--- src/rtl/scp_pkg.sv ---
// Shared widths, payload structs and constants for the segment closest points unit.
package scp_pkg;

    // Coordinate width (signed Q16.16) and the derived internal widths
    localparam int CW    = 32;
    localparam int THR_W = 32;
    localparam int DV    = CW + 1;          // endpoint differences
    localparam int DOT_W = 2 * DV + 2;      // dot product of two difference vectors
    localparam int PF    = 32;              // fraction bits of the segment parameters
    localparam int WA    = 2 * DOT_W + 1;   // first divider operands
    localparam int WB    = DOT_W + PF + 3;  // second divider operands
    localparam int ACC_W = DV + PF + 4;     // output accumulator

    localparam logic [PF:0] PAR_ONE = {1'b1, {PF{1'b0}}};

    typedef struct packed {
        logic signed [CW-1:0] p_start_x;
        logic signed [CW-1:0] p_start_y;
        logic signed [CW-1:0] p_start_z;
        logic signed [CW-1:0] p_end_x;
        logic signed [CW-1:0] p_end_y;
        logic signed [CW-1:0] p_end_z;
        logic signed [CW-1:0] q_start_x;
        logic signed [CW-1:0] q_start_y;
        logic signed [CW-1:0] q_start_z;
        logic signed [CW-1:0] q_end_x;
        logic signed [CW-1:0] q_end_y;
        logic signed [CW-1:0] q_end_z;
    } t_seg_in;

    typedef struct packed {
        logic signed [CW-1:0] diff_x;
        logic signed [CW-1:0] diff_y;
        logic signed [CW-1:0] diff_z;
        logic                 both_degenerate;
    } t_seg_out;

    // Classified segment pair handed from front to back
    typedef struct packed {
        logic [2:0][CW-1:0]      ps;
        logic [2:0][DV-1:0]      r;
        logic [2:0][DV-1:0]      d1;
        logic [2:0][DV-1:0]      d2;
        logic signed [DOT_W-1:0] a;
        logic signed [DOT_W-1:0] e;
        logic signed [DOT_W-1:0] f;
        logic signed [DOT_W-1:0] c;
        logic signed [DOT_W-1:0] b;
        logic                    adeg;
        logic                    edeg;
    } t_job;

    // Context carried through the second divider
    typedef struct packed {
        logic [2:0][CW-1:0] ps;
        logic [2:0][DV-1:0] r;
        logic [2:0][DV-1:0] d1;
        logic [2:0][DV-1:0] d2;
        logic               both;
        logic               q_is_t;  // quotient is t, fix holds s
        logic [PF:0]        fix;     // the parameter not produced by the divider
    } t_fin;

endpackage

--- src/rtl/scp_fifo.sv ---
// Short request queue between the front and back parts.
module scp_fifo (
    input  logic          i_clk,
    input  logic          i_rst_n,
    input  logic          i_in_valid,
    output logic          o_in_ready,
    input  scp_pkg::t_job i_in_data,
    output logic          o_out_valid,
    input  logic          i_out_ready,
    output scp_pkg::t_job o_out_data
);
    import scp_pkg::*;

    localparam int DEPTH = 4;
    localparam int AW    = $clog2(DEPTH);

    t_job          r_mem [DEPTH];
    logic [AW-1:0] r_wp, r_rp;
    logic [AW:0]   r_cnt;
    logic          push, pop;

    assign o_in_ready  = r_cnt != (AW+1)'(DEPTH);
    assign o_out_valid = r_cnt != '0;
    assign o_out_data  = r_mem[r_rp];
    assign push        = i_in_valid && o_in_ready;
    assign pop         = o_out_valid && i_out_ready;

    // Store a request
    always_ff @(posedge i_clk) begin
        if (push) begin
            r_mem[r_wp] <= i_in_data;
        end
    end

    // Track pointers and fill level
    always_ff @(posedge i_clk) begin
        if (!i_rst_n) begin
            r_wp  <= '0;
            r_rp  <= '0;
            r_cnt <= '0;
        end else begin
            if (push) begin
                r_wp <= r_wp + 1'b1;
            end
            if (pop) begin
                r_rp <= r_rp + 1'b1;
            end
            if (push && !pop) begin
                r_cnt <= r_cnt + 1'b1;
            end else if (pop && !push) begin
                r_cnt <= r_cnt - 1'b1;
            end
        end
    end
endmodule

--- config.mk ---
export PLATFORM = sky130hd
export DESIGN_NAME = scp_fifo
export DESIGN_NICKNAME = d
export VERILOG_FILES = /design/src/rtl/scp_pkg.sv /design/src/rtl/scp_fifo.sv
export SDC_FILE = /design/constraint.sdc
export NUM_CORES = 2
export LEC_CHECK = 0
export ABC_AREA = 0
export BUFFER_PORTS_ARGS = -buffer_cell sky130_fd_sc_hd__buf_4
export CORE_AREA = 3 3 568 570
export CTS_BUF_LIST = sky130_fd_sc_hd__clkbuf_2
export DETAILED_ROUTE_END_ITERATION = 6
export DIE_AREA = 0 0 571 573
export GPL_TIMING_DRIVEN = 0
export MAX_ROUTING_LAYER = met4
export PLACE_DENSITY = 0.57
export SLEW_MARGIN = 5
export SYNTH_ARGS = -nofsm -noshare
export SYNTH_HDL_FRONTEND = slang
export SYNTH_SLANG_ARGS = --single-unit
export TNS_END_PERCENT = 50
--- constraint.sdc ---
create_clock -name i_clk -period 27.6 [get_ports i_clk]
set_input_delay 8.28 -clock i_clk [delete_from_list [all_inputs] [get_ports i_clk]]
set_output_delay 8.28 -clock i_clk [all_outputs]
set_load 0.02 [all_outputs]
==> qor.csv <==
stage;metric;value;unit
cts;clock-pin slew on the worst setup and hold paths;0.09;ns
global_route;total track usage;19.2;%
placement;DP Wirelength;223;mm
logic_synthesis;Mapped Avg Cell Area;27.3;µm²
setup_path;path type of the worst setup path;flip-flop to output pin;
die;die width;571;µm
logic_synthesis;post-synthesis sequential area ratio;83.3;%
power;combinational share of power;32.3;%
routing;# DRC;0;
routing;post-DR wirelength/cell;28.6;µm
sta;f_max;0.0738;GHz
cts;CTS buffer count;743;
global_route;antenna violations before repair;92;
setup_path;worst r2r path cells;8;
die;Initial Utilization;33.4;%
finish;layout cells sized above 1;52.7;%
global_route;vias in the first global route;55682;
sta;post-layout min period;13.54;ns
logic_synthesis;Ys Warns;0;
setup_path;critical path endpoint category;output pin;
routing;DR iter-0 viols;3822;
power;Clk pwr share;23.2;%
logic_synthesis;Synth Register Bits;2949;
global_route;GR Overflow Total;0;
setup_path;CP Launch Type;flip-flop;
logic_synthesis;synth top area cells;edfxtp_1 83%, mux4_2 16%, buf_2 0.39%;
sta;final hold vios;0;
finish;Final nets;6919;
sta;fin crit share;49.1;%
placement;Final GP Congestion;0.813;
placement;Port Buffers;1474;
global_route;largest net degree at the start of global routing;52;
sta;RSZ-0062 raised after global routing;false;
cts;postcts setup bufs;0;
logic_synthesis;area leader, netlist;edfxtp_1;
sta;worst-margin pin slew;1.06;ns
die;# IOs;1476;
sta;TNS Setup;0;ns
sta;Slew headroom;29.1;%
cts;Post-CTS Resized;0;
power;power density over the cells;94.4;mW/mm²
power;Sw Ratio;33.8;%
hold_path;WHS Path Cells;2;
finish;area delta synth->final;23.3;%
die;Die ar.;0.327;mm²
die;# rows;207;
cts;clock sinks;2949;
setup_path;CP max FO;10;
routing;DR pass1 iterations;6;
logic_synthesis;Net Count, Synth;4632;
sta;final hold slack;0.533;ns
finish;most common cell after layout, fill and taps aside;edfxtp_1;
hold_path;Hold/Removal Path Class;flip-flop to flip-flop;
power;leak pwr;44.5;nW
power;Pint;0.00819;W
global_route;first-pass GRT wire length;428;mm
logic_synthesis;Synth top area share;83.1;%
power;Switch Pwr;0.00418;W
setup_path;worst endpoint required time;19.32;ns
routing;vias;52264;
power;Max IR drop VDD;0.0000518;V
cts;Worst-Skew Late Latency;2.11;ns
sta;Setup Skew;0.160;ns
logic_synthesis;Synth Instances;3887;
routing;Final ANT Viol Nets;0;
power;sequential fraction of design power;44.5;%
status;status;finished clean;
cts;hold buffer count at cts;0;
cts;root buffer cell;clkbuf_2;
setup_path;crit path DAT;5.26;ns
routing;Total Routed Length;313;mm
logic_synthesis;count of cell types in the netlist;24;
sta;final setup fails;0;
routing;DR vias/cell;4.79;
cts;CTS tree;yes;
die;Placeable Area;0.318;mm²
cts;H-tree depth;6;
run;maxcap violations;0;
logic_synthesis;synthesized cell area;0.106;mm²
sta;Pins Over Slew Limit;0;
die;Die Y;573;µm
finish;most frequent cells in the layout;2940 x edfxtp_1, 1486 x buf_4, 1067 x clkbuf_2, 735 x mux4_2, 118 x clkinv_1;
cts;CTS max path bufs;4;
[synth_stat cells]
cell type     n
a21boi_0      1
a21boi_1      1
and2_1        8
buf_1        37
buf_2        82
buf_4        12
buf_6        18
clkbuf_1     16
dfxtp_1       9
edfxtp_1   2940
fa_1          1
ha_1          5
inv_1         3
mux2i_1       3
mux4_2      735
nand2_1       5
nor2_1        1
nor2b_1       1
o21ai_0       1
o311ai_0      1
o31ai_1       1
or3_1         2
xnor2_1       3
xor2_1        1
[metrics by stage]
stage	total power (W)	std cells	setup WS (ns)	utilization [%]	area, µm²
2_1_floorplan	0.00811	3887	1.16	-	106000
3_3_place_gp	0.0104	9541	-15.03	38.5	123000
3_5_place_dp	0.00970	9609	15.78	39.1	124000
4_1_cts	0.0126	10855	13.20	41.2	131000
5_1_grt	0.0130	10913	13.30	41.2	131000
6_report	0.0124	10920	14.06	41.2	131000
[power by group through the flow]
stage	clock network, W	logic, W	registers [W]
after floorplan	0	0.00213	0.00597
after global placement	0	0.00400	0.00636
after detailed placement	0	0.00409	0.00561
after CTS	0.00301	0.00411	0.00551
after global routing	0.00324	0.00422	0.00554
final	0.00287	0.00400	0.00550
[kinds of logic (layout without fill, tap and decap cells)]
group	Yosys count	in the layout	synth area share [%]
AOI/OAI and AO/OA	5	5	0.0342
muxes	738	738	15.6
other	0	65	0
and+or+nand+nor	17	17	0.0860
DFF	2949	2949	83.3
buffers and inverters	168	2956	0.860
xor gates and xnor gates	4	4	0.0330
adders and majority gates	6	6	0.0778
[routing by layer]
layer | global-route usage [%] | share of wire (%) | vias to the layer above
li1 | - | - | 22189
met1 | 21.0 | 36 | 27445
met2 | 31.1 | 50 | 2128
met3 | 8.83 | 11 | 502
met4 | 5.72 | 2.4 | 0
met5 | - | 0 | -
[flip-flops by register name, indices dropped and copies added (netlist names), named ones only]
| name | flops |
|---|---|
| r_wp | 2 |
| r_cnt | 3 |
| r_rp | 2 |
| r_mem | 2940 |
[worst max-delay path, stage by stage (launching register included)]
cell,delay (ns)
dfxtp_1,0.31
buf_2,0.39
buf_2,0.66
clkbuf_1,0.67
buf_2,0.43
mux4_2,0.50
buf_4,0.21
[cell type report]
cell class	count	area [µm²]
Fill cell	28362	187000
Clock buffer	1067	5340
Buffer	165	902
Sequential cell	2949	88500
Clock inverter	179	1120
Inverter	3	11.3
Tap cell	4180	5230
Multi-Input combinational cell	770	16800
Timing Repair Buffer	1542	12900
Antenna cell	65	163
[worst paths after layout]
path | start | to | slack, ns
setup / recovery | flip-flop | o_out_data[670] | 14.06
hold reg to reg | r_wp[1] | r_wp[1] | 0.53
setup reg to reg | r_cnt[0] | r_mem[0][636] | 23.66
hold / removal | r_wp[1] | r_wp[1] | 0.53
(Power assumes the default switching activity.)
